$ cat src/netpbm_stream_encoder_top_macros.svh
`ifndef NETPBM_STREAM_ENCODER_TOP_MACROS_SVH
`define NETPBM_STREAM_ENCODER_TOP_MACROS_SVH

// Same-cycle implication, checked at every rising edge outside reset.
`define NPBM_ASSERT_IMP(label, ante, cons) \
  label: assert property (@(posedge clk) disable iff (!rst_n) (ante) |-> (cons)) \
    else $error("npbm check failed");

// Next-cycle implication, checked at every rising edge outside reset.
`define NPBM_ASSERT_NXT(label, ante, cons) \
  label: assert property (@(posedge clk) disable iff (!rst_n) (ante) |=> (cons)) \
    else $error("npbm check failed");

`endif

$ cat src/npbm_pkg.sv
`timescale 1ns / 1ps

package npbm_pkg;

  // Dimensions
  localparam int unsigned MAX_DIM = 16384;
  localparam int DIM_W = 15;
  localparam logic [DIM_W-1:0] DIM_CAP = DIM_W'(MAX_DIM);

  // Format codes
  localparam logic [2:0] FMT_P1 = 3'd0;
  localparam logic [2:0] FMT_P2 = 3'd1;
  localparam logic [2:0] FMT_P3 = 3'd2;
  localparam logic [2:0] FMT_P4 = 3'd3;
  localparam logic [2:0] FMT_P5 = 3'd4;
  localparam logic [2:0] FMT_P6 = 3'd5;

  // Register indexes (byte address / 4)
  localparam logic [1:0] REG_FORMAT = 2'd0;
  localparam logic [1:0] REG_WIDTH  = 2'd1;
  localparam logic [1:0] REG_HEIGHT = 2'd2;

  // ASCII characters
  localparam logic [7:0] CH_P  = 8'h50;
  localparam logic [7:0] CH_0  = 8'h30;
  localparam logic [7:0] CH_1  = 8'h31;
  localparam logic [7:0] CH_2  = 8'h32;
  localparam logic [7:0] CH_5  = 8'h35;
  localparam logic [7:0] CH_SP = 8'h20;
  localparam logic [7:0] CH_LF = 8'h0a;

  // Luma weights, dark threshold and divide-by-1000 reciprocal
  localparam int SUM_W = 18;
  localparam logic [SUM_W-1:0] W_RED      = 18'd299;
  localparam logic [SUM_W-1:0] W_GREEN    = 18'd587;
  localparam logic [SUM_W-1:0] W_BLUE     = 18'd114;
  localparam logic [SUM_W-1:0] DARK_LIMIT = 18'd128000;
  localparam logic [7:0]       PACK_MSB   = 8'd128;
  // ceil(2^28 / 1000); exact floor for every sum up to 255000
  localparam int RECIP_W = 19;
  localparam int PROD_W = SUM_W + RECIP_W;
  localparam int GRAY_SHIFT = 28;
  localparam logic [RECIP_W-1:0] GRAY_RECIP = 19'd268436;

  // Decimal converter
  localparam int BCD_DIGITS = 5;
  localparam int BCD_W = 4 * BCD_DIGITS;
  localparam int NARROW_BITS = 8;

  typedef enum logic [1:0] {
    TK_LIT,
    TK_RAW,
    TK_DEC
  } tok_kind_t;

  typedef enum logic [2:0] {
    SRC_W,
    SRC_H,
    SRC_R,
    SRC_G,
    SRC_B,
    SRC_GRAY,
    SRC_PACK
  } src_sel_t;

  typedef struct packed {
    tok_kind_t  kind;
    src_sel_t   src;
    logic [7:0] lit;
    logic       last;
  } token_t;

  typedef struct packed {
    logic             start;
    logic             narrow;
    logic [DIM_W-1:0] value;
  } dec_req_t;

  typedef struct packed {
    logic             done;
    logic [BCD_W-1:0] bcd;
    logic [2:0]       ndig;
  } dec_rsp_t;

  typedef struct packed {
    logic       start;
    logic [7:0] red;
    logic [7:0] green;
    logic [7:0] blue;
  } luma_req_t;

  typedef struct packed {
    logic       done;
    logic [7:0] gray;
    logic       dark;
  } luma_rsp_t;

  // Unused format codes fall back to P6
  function automatic logic [2:0] fmt_norm(logic [2:0] fmt);
    return (fmt > FMT_P6) ? FMT_P6 : fmt;
  endfunction

  // Byte script: what to send at a given step of a header or pixel
  function automatic token_t tok_decode(logic hdr, logic [2:0] fmt, logic [3:0] step,
                                        logic dark, logic row_end);
    token_t     tok;
    logic [7:0] sep;
    sep      = row_end ? CH_LF : CH_SP;
    tok.kind = TK_LIT;
    tok.src  = SRC_R;
    tok.lit  = CH_LF;
    tok.last = 1'b1;
    if (hdr) begin
      case (step)
        4'd0: begin tok.lit = CH_P; tok.last = 1'b0; end
        4'd1: begin tok.lit = CH_1 + {5'd0, fmt}; tok.last = 1'b0; end
        4'd2: begin tok.lit = CH_LF; tok.last = 1'b0; end
        4'd3: begin tok.kind = TK_DEC; tok.src = SRC_W; tok.last = 1'b0; end
        4'd4: begin tok.lit = CH_SP; tok.last = 1'b0; end
        4'd5: begin tok.kind = TK_DEC; tok.src = SRC_H; tok.last = 1'b0; end
        4'd6: begin tok.lit = CH_LF; tok.last = (fmt == FMT_P1) || (fmt == FMT_P4); end
        4'd7: begin tok.lit = CH_2; tok.last = 1'b0; end
        4'd8: begin tok.lit = CH_5; tok.last = 1'b0; end
        4'd9: begin tok.lit = CH_5; tok.last = 1'b0; end
        default: begin tok.lit = CH_LF; tok.last = 1'b1; end
      endcase
    end else begin
      unique case (fmt)
        FMT_P1: begin
          if (step == 4'd0) begin
            tok.lit  = dark ? CH_1 : CH_0;
            tok.last = 1'b0;
          end else begin
            tok.lit = sep;
          end
        end
        FMT_P2: begin
          if (step == 4'd0) begin
            tok.kind = TK_DEC;
            tok.src  = SRC_GRAY;
            tok.last = 1'b0;
          end else begin
            tok.lit = sep;
          end
        end
        FMT_P3: begin
          case (step)
            4'd0: begin tok.kind = TK_DEC; tok.src = SRC_R; tok.last = 1'b0; end
            4'd1: begin tok.lit = CH_SP; tok.last = 1'b0; end
            4'd2: begin tok.kind = TK_DEC; tok.src = SRC_G; tok.last = 1'b0; end
            4'd3: begin tok.lit = CH_SP; tok.last = 1'b0; end
            4'd4: begin tok.kind = TK_DEC; tok.src = SRC_B; tok.last = 1'b0; end
            default: tok.lit = sep;
          endcase
        end
        FMT_P4: begin
          tok.kind = TK_RAW;
          tok.src  = SRC_PACK;
        end
        FMT_P5: begin
          tok.kind = TK_RAW;
          tok.src  = SRC_GRAY;
        end
        default: begin
          tok.kind = TK_RAW;
          case (step)
            4'd0: begin tok.src = SRC_R; tok.last = 1'b0; end
            4'd1: begin tok.src = SRC_G; tok.last = 1'b0; end
            default: tok.src = SRC_B;
          endcase
        end
      endcase
    end
    return tok;
  endfunction

endpackage

$ cat src/npbm_dec.sv
`timescale 1ns / 1ps

// Binary to BCD converter, one shift-and-adjust step per cycle
module npbm_dec
  import npbm_pkg::*;
(
  input  logic     clk,
  input  logic     rst_n,
  input  dec_req_t req,
  output dec_rsp_t rsp
);

  logic             busy_r;
  logic             done_r;
  logic [3:0]       cnt_r;
  logic [DIM_W-1:0] val_r;
  logic [BCD_W-1:0] bcd_r;
  logic [BCD_W-1:0] adj;
  logic [2:0]       ndig;

  // Add 3 to every digit of 5 or more before the shift
  always_comb begin
    for (int i = 0; i < BCD_DIGITS; i++) begin
      adj[4*i +: 4] = (bcd_r[4*i +: 4] >= 4'd5) ? bcd_r[4*i +: 4] + 4'd3 : bcd_r[4*i +: 4];
    end
  end

  // Significant digits, at least one
  always_comb begin
    ndig = 3'd1;
    for (int i = 1; i < BCD_DIGITS; i++) begin
      if (bcd_r[4*i +: 4] != 4'd0) ndig = 3'(i + 1);
    end
  end

  // Iteration control; 8-bit values take the short path
  always_ff @(posedge clk) begin
    if (!rst_n) begin
      busy_r <= 1'b0;
      done_r <= 1'b0;
    end else begin
      done_r <= 1'b0;
      if (req.start) begin
        busy_r <= 1'b1;
        cnt_r  <= req.narrow ? 4'(NARROW_BITS) : 4'(DIM_W);
        val_r  <= req.narrow ? {req.value[NARROW_BITS-1:0], (DIM_W-NARROW_BITS)'(0)}
                             : req.value;
        bcd_r  <= '0;
      end else if (busy_r) begin
        bcd_r <= {adj[BCD_W-2:0], val_r[DIM_W-1]};
        val_r <= {val_r[DIM_W-2:0], 1'b0};
        cnt_r <= cnt_r - 4'd1;
        if (cnt_r == 4'd1) begin
          busy_r <= 1'b0;
          done_r <= 1'b1;
        end
      end
    end
  end

  assign rsp.done = done_r;
  assign rsp.bcd  = bcd_r;
  assign rsp.ndig = ndig;

endmodule

$ cat src/npbm_luma.sv
`timescale 1ns / 1ps

// Luma: weighted sum, then divide by 1000 through a reciprocal multiply
module npbm_luma
  import npbm_pkg::*;
(
  input  logic      clk,
  input  logic      rst_n,
  input  luma_req_t req,
  output luma_rsp_t rsp
);

  typedef enum logic [2:0] {
    L_IDLE = 3'b001,
    L_SUM  = 3'b010,
    L_DIV  = 3'b100
  } luma_state_t;

  luma_state_t       state_r;
  logic              done_r;
  logic              dark_r;
  logic [SUM_W-1:0]  prod_red_r;
  logic [SUM_W-1:0]  prod_green_r;
  logic [SUM_W-1:0]  prod_blue_r;
  logic [SUM_W-1:0]  sum_r;
  logic [7:0]        gray_r;
  logic [SUM_W-1:0]  sum;
  logic [PROD_W-1:0] scaled;

  assign sum    = prod_red_r + prod_green_r + prod_blue_r;
  assign scaled = PROD_W'(sum_r) * PROD_W'(GRAY_RECIP);

  always_ff @(posedge clk) begin
    if (!rst_n) begin
      state_r <= L_IDLE;
      done_r  <= 1'b0;
    end else begin
      done_r <= 1'b0;
      unique case (state_r)
        L_IDLE: begin
          if (req.start) begin
            prod_red_r   <= SUM_W'(req.red) * W_RED;
            prod_green_r <= SUM_W'(req.green) * W_GREEN;
            prod_blue_r  <= SUM_W'(req.blue) * W_BLUE;
            state_r      <= L_SUM;
          end
        end
        L_SUM: begin
          sum_r   <= sum;
          dark_r  <= sum < DARK_LIMIT;
          state_r <= L_DIV;
        end
        L_DIV: begin
          gray_r  <= scaled[GRAY_SHIFT +: 8];
          done_r  <= 1'b1;
          state_r <= L_IDLE;
        end
        default: state_r <= L_IDLE;
      endcase
    end
  end

  assign rsp.done = done_r;
  assign rsp.gray = gray_r;
  assign rsp.dark = dark_r;

endmodule

$ cat src/netpbm_stream_encoder_top.sv
`timescale 1ns / 1ps
// Channel  | Dir | Transfer condition           | Contents
// in_      | in  | in_tvalid & in_tready        | tuser: opcode; tdata: red, green, blue
// out_     | out | out_tvalid & out_tready      | tdata: byte; tlast: last of run; tuser: frame end
// cfg_     | in  | psel & penable & pwrite      | format_select, frame_width, frame_height
//
// A pixel passes through the luma unit (products, sum, reciprocal multiply), then its bytes go
// out one by one as the output register frees; each decimal field also passes through the
// shared BCD converter (8 shift steps for a pixel field; header width and height take the full-width path).
// One item at a time: in_tready is high only in idle. A finished byte waits in the output
// register while the next item is taken. Reset is synchronous, active low.
`include "netpbm_stream_encoder_top_macros.svh"

module netpbm_stream_encoder_top
  import npbm_pkg::*;
(
  input  logic        clk,
  input  logic        rst_n,
  input  logic        in_tvalid,
  output logic        in_tready,
  input  logic [23:0] in_tdata,   // red [7:0], green [15:8], blue [23:16]
  input  logic [0:0]  in_tuser,   // opcode [0]
  output logic        out_tvalid,
  input  logic        out_tready,
  output logic [7:0]  out_tdata,  // out_byte [7:0]
  output logic        out_tlast,
  output logic [0:0]  out_tuser,  // frame_end [0]
  input  logic        cfg_psel,
  input  logic        cfg_penable,
  input  logic        cfg_pwrite,
  input  logic [3:0]  cfg_paddr,
  input  logic [31:0] cfg_pwdata,
  output logic [31:0] cfg_prdata,
  output logic        cfg_pready
);

  typedef enum logic [4:0] {
    S_IDLE  = 5'b00001,
    S_LUMA  = 5'b00010,
    S_TOKEN = 5'b00100,
    S_CONV  = 5'b01000,
    S_DIGIT = 5'b10000
  } seq_state_t;

  seq_state_t       state_r, state_nxt;
  logic [3:0]       step_r, step_nxt;
  logic [2:0]       dig_idx_r, dig_idx_nxt;

  logic [2:0]       format_r;
  logic [DIM_W-1:0] width_r;
  logic [DIM_W-1:0] height_r;

  logic [DIM_W-1:0] col_r;
  logic [DIM_W-1:0] row_r;
  logic [7:0]       pack_byte_r;
  logic [2:0]       pack_bits_r;
  logic [7:0]       pack_out_r;
  logic             frame_open_r;
  logic             hdr_r;
  logic             row_end_r;
  logic             fend_r;
  logic [7:0]       red_r;
  logic [7:0]       green_r;
  logic [7:0]       blue_r;

  logic             out_valid_r;
  logic [7:0]       out_byte_r;
  logic             out_last_r;
  logic             out_fend_r;

  logic [2:0]       fmt_eff;
  logic [DIM_W-1:0] w_eff;
  logic [DIM_W-1:0] h_eff;
  logic             in_acc;
  logic             cfg_wr;
  logic             row_end;
  logic             row_last;
  logic             out_free;
  logic [7:0]       pack_new;
  logic [2:0]       bits_new;
  token_t           tok;
  logic [DIM_W-1:0] src_val;
  logic [3:0]       digit;
  logic             emit;
  logic [7:0]       emit_byte;
  logic             emit_last;
  logic             dec_start;
  dec_req_t         dec_req;
  dec_rsp_t         dec_rsp;
  luma_req_t        luma_req;
  luma_rsp_t        luma_rsp;

  // Shared units
  npbm_dec u_dec (
    .clk   (clk),
    .rst_n (rst_n),
    .req   (dec_req),
    .rsp   (dec_rsp)
  );

  npbm_luma u_luma (
    .clk   (clk),
    .rst_n (rst_n),
    .req   (luma_req),
    .rsp   (luma_rsp)
  );

  // Effective settings
  assign fmt_eff = fmt_norm(format_r);
  assign w_eff   = (width_r > DIM_CAP) ? DIM_CAP : width_r;
  assign h_eff   = (height_r > DIM_CAP) ? DIM_CAP : height_r;

  // Configuration port
  assign cfg_pready = 1'b1;
  assign cfg_wr     = cfg_psel && cfg_penable && cfg_pwrite && cfg_pready;

  always_ff @(posedge clk) begin
    if (!rst_n) begin
      format_r <= FMT_P6;
      width_r  <= '0;
      height_r <= '0;
    end else if (cfg_wr) begin
      unique case (cfg_paddr[3:2])
        REG_FORMAT: format_r <= cfg_pwdata[2:0];
        REG_WIDTH:  width_r  <= cfg_pwdata[DIM_W-1:0];
        REG_HEIGHT: height_r <= cfg_pwdata[DIM_W-1:0];
        default: ;
      endcase
    end
  end

  always_comb begin
    unique case (cfg_paddr[3:2])
      REG_FORMAT: cfg_prdata = {29'd0, format_r};
      REG_WIDTH:  cfg_prdata = {17'd0, width_r};
      REG_HEIGHT: cfg_prdata = {17'd0, height_r};
      default:    cfg_prdata = '0;
    endcase
  end

  // Input side and row/frame position
  assign in_tready = (state_r == S_IDLE);
  assign in_acc    = in_tvalid && in_tready;
  assign row_end   = ({1'b0, col_r} + 16'd1) >= {1'b0, w_eff};
  assign row_last  = ({1'b0, row_r} + 16'd1) >= {1'b0, h_eff};

  // P4 bit packing, MSB first
  assign pack_new = pack_byte_r | (luma_rsp.dark ? (PACK_MSB >> pack_bits_r) : 8'd0);
  assign bits_new = pack_bits_r + 3'd1;

  assign luma_req.start = in_acc && in_tuser[0] && frame_open_r;
  assign luma_req.red   = in_tdata[7:0];
  assign luma_req.green = in_tdata[15:8];
  assign luma_req.blue  = in_tdata[23:16];

  // Current script step
  assign tok = tok_decode(hdr_r, fmt_eff, step_r, luma_rsp.dark, row_end_r);

  always_comb begin
    case (tok.src)
      SRC_W:    src_val = w_eff;
      SRC_H:    src_val = h_eff;
      SRC_R:    src_val = DIM_W'(red_r);
      SRC_G:    src_val = DIM_W'(green_r);
      SRC_B:    src_val = DIM_W'(blue_r);
      SRC_GRAY: src_val = DIM_W'(luma_rsp.gray);
      SRC_PACK: src_val = DIM_W'(pack_out_r);
      default:  src_val = '0;
    endcase
  end

  assign dec_req.start  = dec_start;
  assign dec_req.narrow = !(tok.src == SRC_W || tok.src == SRC_H);
  assign dec_req.value  = src_val;
  assign digit          = dec_rsp.bcd[{dig_idx_r, 2'b00} +: 4];
  assign out_free       = !out_valid_r || out_tready;

  // Sequencer
  always_comb begin
    state_nxt   = state_r;
    step_nxt    = step_r;
    dig_idx_nxt = dig_idx_r;
    emit        = 1'b0;
    emit_byte   = tok.lit;
    emit_last   = 1'b0;
    dec_start   = 1'b0;
    unique case (state_r)
      S_IDLE: begin
        if (in_acc) begin
          step_nxt = '0;
          if (!in_tuser[0]) state_nxt = S_TOKEN;
          else if (frame_open_r) state_nxt = S_LUMA;
        end
      end
      S_LUMA: begin
        if (luma_rsp.done) begin
          if (fmt_eff == FMT_P4 && !(bits_new == 3'd0 || row_end_r)) state_nxt = S_IDLE;
          else state_nxt = S_TOKEN;
        end
      end
      S_TOKEN: begin
        if (tok.kind == TK_DEC) begin
          dec_start = 1'b1;
          state_nxt = S_CONV;
        end else if (out_free) begin
          emit      = 1'b1;
          emit_byte = (tok.kind == TK_LIT) ? tok.lit : src_val[7:0];
          emit_last = tok.last;
          if (tok.last) state_nxt = S_IDLE;
          else step_nxt = step_r + 4'd1;
        end
      end
      S_CONV: begin
        if (dec_rsp.done) begin
          dig_idx_nxt = dec_rsp.ndig - 3'd1;
          state_nxt   = S_DIGIT;
        end
      end
      S_DIGIT: begin
        if (out_free) begin
          emit      = 1'b1;
          emit_byte = CH_0 + {4'd0, digit};
          emit_last = tok.last && (dig_idx_r == 3'd0);
          if (dig_idx_r == 3'd0) begin
            if (tok.last) begin
              state_nxt = S_IDLE;
            end else begin
              step_nxt  = step_r + 4'd1;
              state_nxt = S_TOKEN;
            end
          end else begin
            dig_idx_nxt = dig_idx_r - 3'd1;
          end
        end
      end
      default: state_nxt = S_IDLE;
    endcase
  end

  always_ff @(posedge clk) begin
    if (!rst_n) begin
      state_r   <= S_IDLE;
      step_r    <= '0;
      dig_idx_r <= '0;
    end else begin
      state_r   <= state_nxt;
      step_r    <= step_nxt;
      dig_idx_r <= dig_idx_nxt;
    end
  end

  // Frame position, P4 packing and per-item flags
  always_ff @(posedge clk) begin
    if (!rst_n) begin
      col_r        <= '0;
      row_r        <= '0;
      pack_byte_r  <= '0;
      pack_bits_r  <= '0;
      frame_open_r <= 1'b0;
      hdr_r        <= 1'b0;
      row_end_r    <= 1'b0;
      fend_r       <= 1'b0;
    end else begin
      if (in_acc && !in_tuser[0]) begin
        col_r        <= '0;
        row_r        <= '0;
        pack_byte_r  <= '0;
        pack_bits_r  <= '0;
        frame_open_r <= (w_eff != '0) && (h_eff != '0);
        fend_r       <= (w_eff == '0) || (h_eff == '0);
        hdr_r        <= 1'b1;
      end else if (in_acc && frame_open_r) begin
        hdr_r     <= 1'b0;
        red_r     <= in_tdata[7:0];
        green_r   <= in_tdata[15:8];
        blue_r    <= in_tdata[23:16];
        row_end_r <= row_end;
        fend_r    <= 1'b0;
        if (row_end) begin
          col_r <= '0;
          if (row_last) begin
            row_r        <= '0;
            frame_open_r <= 1'b0;
            fend_r       <= 1'b1;
          end else begin
            row_r <= row_r + DIM_W'(1);
          end
        end else begin
          col_r <= col_r + DIM_W'(1);
        end
      end
      if (state_r == S_LUMA && luma_rsp.done && fmt_eff == FMT_P4) begin
        if (bits_new == 3'd0 || row_end_r) begin
          pack_out_r  <= pack_new;
          pack_byte_r <= '0;
          pack_bits_r <= '0;
        end else begin
          pack_byte_r <= pack_new;
          pack_bits_r <= bits_new;
        end
      end
    end
  end

  // Output register
  always_ff @(posedge clk) begin
    if (!rst_n) begin
      out_valid_r <= 1'b0;
    end else if (emit) begin
      out_valid_r <= 1'b1;
      out_byte_r  <= emit_byte;
      out_last_r  <= emit_last;
      out_fend_r  <= emit_last && fend_r;
    end else if (out_tready) begin
      out_valid_r <= 1'b0;
    end
  end

  assign out_tvalid   = out_valid_r;
  assign out_tdata    = out_byte_r;
  assign out_tlast    = out_last_r;
  assign out_tuser[0] = out_fend_r;

  // Checks
  `NPBM_ASSERT_IMP(a_no_overwrite, out_valid_r && !out_tready, !emit)
  `NPBM_ASSERT_IMP(a_fend_on_last, out_valid_r && out_fend_r, out_last_r)
  `NPBM_ASSERT_IMP(a_dec_done_in_conv, dec_rsp.done, state_r == S_CONV)
  `NPBM_ASSERT_NXT(a_luma_start_wait, luma_req.start, state_r == S_LUMA)

endmodule

$ cat config.mk
export PLATFORM = sky130hd
export DESIGN_NAME = netpbm_stream_encoder_top
export DESIGN_NICKNAME = d
export VERILOG_FILES = /design/src/npbm_pkg.sv /design/src/npbm_dec.sv /design/src/npbm_luma.sv /design/src/netpbm_stream_encoder_top.sv
export VERILOG_INCLUDE_DIRS = /design/src /design/src/src
export SDC_FILE = /design/constraint.sdc
export NUM_CORES = 1
export LEC_CHECK = 0
export ABC_AREA = 1
export BUFFER_PORTS_ARGS = -buffer_cell sky130_fd_sc_hd__buf_2
export CORE_AREA = 2 2 215 260
export DETAILED_ROUTE_END_ITERATION = 8
export DIE_AREA = 0 0 217 262
export HOLD_SLACK_MARGIN = 0.15
export PLACE_DENSITY = 0.64
export SKIP_CTS_REPAIR_TIMING = 1
export SLEW_MARGIN = 20
export SYNTH_ARGS = -nofsm -noshare
export SYNTH_HDL_FRONTEND = slang
export SYNTH_SLANG_ARGS = --single-unit
$ cat constraint.sdc
create_clock -name clk -period 5.57 [get_ports clk]
set_input_delay 0.557 -clock clk [delete_from_list [all_inputs] [get_ports clk]]
set_output_delay 0.557 -clock clk [all_outputs]
set_load 0.02 [all_outputs]
==> run metrics, run 1 <==
outcome finished clean; ys async rst share 0%; HPWL after DPL 43.6 mm; CTS buffer count 28; final cell count without fillers 3,342; count of state elements after synthesis 254; Pwr per Cell Area 231 nW/um^2; synthesized instance count 2,525; most frequent cells in the layout 446 x nand2_1, 419 x inv_1, 342 x ha_1; CTS root buffer clkbuf_16; Lkg Pwr 11.3 nW; type of origin of the critical path flip-flop; setup TNS 0 ns; Seq pwr share 39.1%; Synth Flop Type edfxtp_1; Remaining DRCs 0; first-pass GRT wire length 87.8 mm; DRT iter0 DRCs 1,081; Tmin final 4.97 ns; total grt overflow 0; drt via density 5.11; drt total wl 53.7 mm; core area 54,300 sq um; period utilization 89.2%; layout net count 3,104; Sw Share 32.5%; number of synthesized flops with an enable pin 157; Synth cell types 56; total number of H-tree levels 1; Required @ worst endpoint 5.88 ns; WP data arrival 5.27 ns; Cell Area, Synth 21,600 sq um; Final Setup Violations 0; DR WL met3 2.28 mm; Buffers on Ports 75; worst hold margin 0.196 ns; fin util 43.4%; layout cell share with drive strength beyond 1 7.78%; RSZ-0062 raised after global routing no; pin count of the biggest net entering global routing 51; CP Max Fanout 6; Slew Viols, Final 0; Placer Congestion 0.929; Initial Util 39.7%; uppermost routed layer met4; Synth Area per Inst 8.54 sq um; Crit Path Class reg2reg; CTS tree done; die area 56,900 sq um; CTS Buffer Depth 3; DR WL/cell 16.1 um; Slew Limit Headroom 41.3%; setup slack after layout 0.601 ns; maxcap violations 0; Rows 94; clock sinks 254; dpl cell area 22,600 sq um; detailed-route via count 17,080; internal power 3.68 mW; area grow syn2layout 9.42%; FILL cells 5,346; Hold Fails Final Rpt 0; commonest non-fill, non-tap cell in the layout nand2_1; Max rail drop VDD 0.152 mV; antenna violations before repair 0; Combinational Power Share 26.5%; CP max-delay cell fa_1; maximum clock rate 201 MHz; Crit path largest cell delay 0.54 ns; Worst-Skew Late Latency 0.59 ns; sequential fraction of the synthesis area 30.9%; Clock power frac 34.5%; NetSw 1.78 mW; 1st-pass router iterations 5; Die Wd 217 um; synthesis warning total 0; Slew @ Worst Pin 0.875 ns; Placed Cells 3,290; dpl ws 0.581 ns; Met2 Wirelength 26.5 mm; diode count 0; CP Capture Type flip-flop; critical-path cell list ha_1, ha_1, inv_1, fa_1, fa_1, inv_1, fa_1, inv_1, fa_1, inv_1, ha_1, a21oi_1, nor2_1, o21ai_0, o211ai_1, a221oi_1, nand2_1, nand2_1, nand2_1; Tot Pwr 5.46 mW; Vert. Die Dim 262 um; vias in the first global route 17,576; Reg clk slew, reported paths 0.06 ns; Min-Delay Path Class in2reg; post-route ant nets 0; Final Skew 0.0482 ns; IO Pins 113; Finished Cell Area 23,600 sq um; routed metal-1 wirelength 23.1 mm; All-Layer GR Usage 19.1%
==> metal layers <==
| layer | GRT usage (%) | vias to the layer above |
|---|---|---|
| met4 | 6.96 | 0 |
| met1 | 23.4 | 8099 |
| li1 | - | 8515 |
| met2 | 34.8 | 370 |
| met3 | 1.99 | 96 |
| met5 | 0 | - |
==> synth_stat cells (7+ instances only) <==
| cell type | number | area, sq um |
|---|---|---|
| nand3_1 | 98 | 490 |
| nand4_1 | 39 | 244 |
| o21bai_1 | 10 | 75.1 |
| nand2_1 | 446 | 1670 |
| o21ai_0 | 116 | 581 |
| a21oi_1 | 192 | 961 |
| ha_1 | 342 | 4280 |
| o211ai_1 | 13 | 97.6 |
| inv_2 | 12 | 45.0 |
| nor2_1 | 177 | 664 |
| inv_1 | 419 | 1570 |
| nor2_4 | 14 | 158 |
| xor2_1 | 67 | 587 |
| a31oi_1 | 7 | 43.8 |
| or2_2 | 10 | 62.6 |
| xnor2_1 | 14 | 123 |
| fa_1 | 94 | 1880 |
| o22ai_1 | 12 | 75.1 |
| o21ai_1 | 15 | 75.1 |
| a21o_1 | 12 | 90.1 |
| dfxtp_1 | 97 | 1940 |
| buf_4 | 18 | 135 |
| nor3_1 | 26 | 130 |
| nor4_1 | 11 | 68.8 |
| edfxtp_1 | 157 | 4710 |
| clkbuf_1 | 20 | 75.1 |
| nor2_2 | 10 | 62.6 |
| buf_6 | 7 | 78.8 |
==> logic make-up (layout without fill, tap and decap cells) <==
kind of cell / count (synthesis) / in the layout / share of synthesized area, %
and+or+nand+nor: 851 / 851 / 17.4
buffers and inverters: 488 / 569 / 9.09
adders and majority gates: 436 / 436 / 28.6
AOI/OAI and AO/OA: 413 / 413 / 10.8
DFF: 254 / 254 / 30.9
xor gates and xnor gates: 81 / 81 / 3.29
other: 2 / 18 / 0.0348
==> worst max-delay path, delay by kind of cell (launching register included) <==
kind | cells | cell delay (ns)
and+or+nand+nor | 4 | 0.25
adders and majority gates | 7 | 2.88
AOI/OAI and AO/OA | 4 | 0.85
DFF | 1 | 0.53
buffers and inverters | 4 | 0.21
==> state kept, by name (all words and copies together) (netlist names), 5 cells and up <==
register	count
blue_r	8
col_r	15
green_r	8
height_r	15
out_tdata	8
pack_byte_r	8
pack_out_r	8
red_r	8
row_r	15
state_r	5
u_dec.bcd_r	20
u_dec.val_r	15
u_luma.gray_r	8
u_luma.prod_blue_r	14
u_luma.prod_green_r	18
u_luma.prod_red_r	17
u_luma.sum_r	18
width_r	15
==> final timing paths <==
| path | from | endpoint | slack [ns] | cells after the start |
|---|---|---|---|---|
| setup / recovery | u_luma.sum_r[6] | u_luma.gray_r[2] | 0.60 | 19 |
| hold / removal | in_tuser | row_end_r | 0.20 | 2 |
| hold reg to reg | row_r[9] | row_r[9] | 0.46 | 2 |
| setup reg to reg | u_luma.sum_r[6] | u_luma.gray_r[2] | 0.60 | 19 |
==> power groups by stage <==
| stage | Sequential (mW) | Clock, mW | Combinational [mW] |
|---|---|---|---|
| floorplan | 2.17 | 0 | 1.08 |
| detailed placement | 2.17 | 0 | 1.44 |
| global route | 2.14 | 1.97 | 1.65 |
| global placement | 2.17 | 0 | 1.41 |
| finish | 2.13 | 1.88 | 1.45 |
| CTS | 2.13 | 1.91 | 1.45 |
==> cell type report <==
type / instances / area (sq um) / area share [%]
inverter: 436 / 1640 / 6.94
tap: 720 / 901 / 3.82
sequential: 254 / 6660 / 28.2
timing repair buffer: 81 / 420 / 1.78
clock buffer: 41 / 867 / 3.68
clock inverter: 11 / 75.1 / 0.318
multi-input combinational: 1799 / 13000 / 55.2
No activity file was read; power rests on OpenSTA's default activity.
==> inputs of run 2 (changes only) <==
CELL_PAD_IN_SITES_DETAIL_PLACEMENT = 1   (was unset)
CELL_PAD_IN_SITES_GLOBAL_PLACEMENT = 1   (was unset)
PLACE_DENSITY = 0.77   (was 0.64)
SKIP_LAST_GASP = 1   (was unset)
==> run 2 against run 1 <==
Net effect: clock power up 9.6%; non-clock buffer count up 1; first-iteration DRC count down 12%; critical path depth up 2; final area up 0.38%; hold slack better by 0.015 ns; register-to-register slack worse by 0.02 ns; via count up 2.5%; final cell count about the same.
==> run metrics, run 2 (synthesis gave the netlist of run 1 again) <==
total grt overflow 0 (unchanged); die area 56,900 sq um (unchanged); DR WL/cell 18.3 um (+14%); commonest non-fill, non-tap cell in the layout nand2_1; diode count 0 (unchanged); Max rail drop VDD 0.250 mV (+64%); Initial Util 39.7% (unchanged); Tot Pwr 5.73 mW (+4.9%); maxcap violations 0 (unchanged); RSZ-0062 raised after global routing no; R2R Path Start u_luma.sum_r[7]; Remaining DRCs 0 (unchanged); Placer Congestion 0.889 (-4.4%); CTS Buffer Depth 3 (unchanged); Final Setup Violations 0 (unchanged); top flop regs u_dec.bcd_r (20), u_luma.prod_green_r (18), u_luma.sum_r (18); HPWL after DPL 49.7 mm (+14%); CTS tree done; Lkg Pwr 11.3 nW (+0.25%); drt via density 5.23 (+2.4%); clock sinks 254 (unchanged); Required @ worst endpoint 5.89 ns (about the same); 1st-pass router iterations 5 (unchanged); DRT iter0 DRCs 954 (-12%); WP data arrival 5.31 ns (+0.04 ns); Rows 94 (unchanged); detailed-route via count 17,502 (+2.5%); layout net count 3,106 (+0.064%); IO Pins 113 (unchanged); CTS buffer count 29 (+3.6%); vias in the first global route 19,455 (+11%); drt total wl 61.4 mm (+14%); Hold Crit Depth 3 (+1); period utilization 89.6% (+0.41 points); maximum clock rate 200 MHz (-0.46%); pin count of the biggest net entering global routing 51 (unchanged); core area 54,300 sq um (unchanged); All-Layer GR Usage 21.8% (+2.7 points); Vert. Die Dim 262 um (unchanged); Worst-Skew Late Latency 0.59 ns (about the same); layout cell share with drive strength beyond 1 7.85% (+0.067 points); Most flops, register u_dec.bcd_r; post-route ant nets 0 (unchanged); Min-Delay Path Class in2reg; antenna violations before repair 2 (+2); most frequent cells in the layout 446 x nand2_1, 419 x inv_1, 342 x ha_1; total number of H-tree levels 1 (unchanged); type of origin of the critical path flip-flop; setup TNS 0 ns (unchanged); Pwr per Cell Area 242 nW/um^2 (+4.5%); Hold Crit Start cfg_pwdata[7]; Worst Reg-to-Reg Cells 21 (+2); Reg clk slew, reported paths 0.06 ns (about the same); area grow syn2layout 9.84%; Largest register FFs 20 (unchanged); Hold Fails Final Rpt 0 (unchanged); Crit Path Class reg2reg; R2R Setup Slk 0.58 ns (-0.02 ns); worst hold margin 0.211 ns (+0.0146 ns); Slew Limit Headroom 32.6% (-8.6 points); Crit. Startpoint u_luma.sum_r[7]; CP Max Fanout 6 (unchanged); Tmin final 4.99 ns (+0.0229 ns); Buffers on Ports 75 (unchanged); outcome finished clean; Die Wd 217 um (unchanged); Final Skew 0.0310 ns (-0.0172 ns); CP Capture Type flip-flop; first-pass GRT wire length 99.8 mm (+14%); CTS root buffer clkbuf_16; Slew Viols, Final 0 (unchanged); Slew @ Worst Pin 1.00 ns (+0.129 ns)
run 2: cell types whose count changed in the layout (fill, tap and decap cells not counted), moves of 2 or more:
cell and change:
bufinv_16 +4, clkinvlp_4 +2, clkinv_1 +2, clkbuf_8 -2
clkinv_4 +2, clkinv_2 -3
run 2: worst max-delay path, stage by stage, from the launching register on:
cell	delay, ns
edfxtp_1	0.53
ha_1	0.37
ha_1	0.15
inv_1	0.06
fa_1	0.53
inv_1	0.05
fa_1	0.47
inv_1	0.06
fa_1	0.52
fa_1	0.55
inv_1	0.04
ha_1	0.33
nand2_1	0.10
nor2_1	0.16
inv_1	0.09
nor3_1	0.16
o211a_1	0.17
nor2_1	0.04
nand2_1	0.12
nand2_1	0.08
nand3_1	0.08
xor2_1	0.07
run 2: cell type report:
| class | instances | area (sq um) |
|---|---|---|
| Sequential cell | 254 | 6660 |
| Fill cell | 6491 | 30700 |
| Timing Repair Buffer | 82 | 428 |
| Multi-Input combinational cell | 1799 | 13000 |
| Inverter | 436 | 1640 |
| Tap cell | 720 | 901 |
| Clock buffer | 37 | 807 |
| Clock inverter | 17 | 215 |
run 2: power breakdown:
part           switching [mW]  total [mW]  internal (mW)
Sequential             0.0378        2.13           2.09
Combinational            1.02        1.53          0.516
Clock                   0.842        2.06           1.22
Total                    1.90        5.73           3.83
run 2: stage by stage:
stage          cells  setup WS (ns)  util, %  cell area, sq um
2_1_floorplan   2541          0.617        -             21600
3_3_place_gp    3291          0.617     41.7             22700
3_5_place_dp    3291          0.548     41.7             22700
4_1_cts         3345          0.525     43.6             23700
5_1_grt         3345          0.219     43.6             23700
6_report        3345          0.578     43.6             23700
run 2: per-layer routing:
| layer | vias up | share of wire [%] | track usage, % |
|---|---|---|---|
| met5 | - | 0.023 | 0 |
| met4 | 4 | 2.6 | 6.37 |
| met3 | 100 | 2.8 | 2.05 |
| met2 | 260 | 52 | 41.7 |
| met1 | 8647 | 42 | 25.8 |
| li1 | 8491 | - | - |
run 2: final timing paths:
kind                           end
setup / recovery  u_luma.gray_r[5]
hold / removal         height_r[7]
setup reg to reg  u_luma.gray_r[5]
hold reg to reg     pack_byte_r[7]
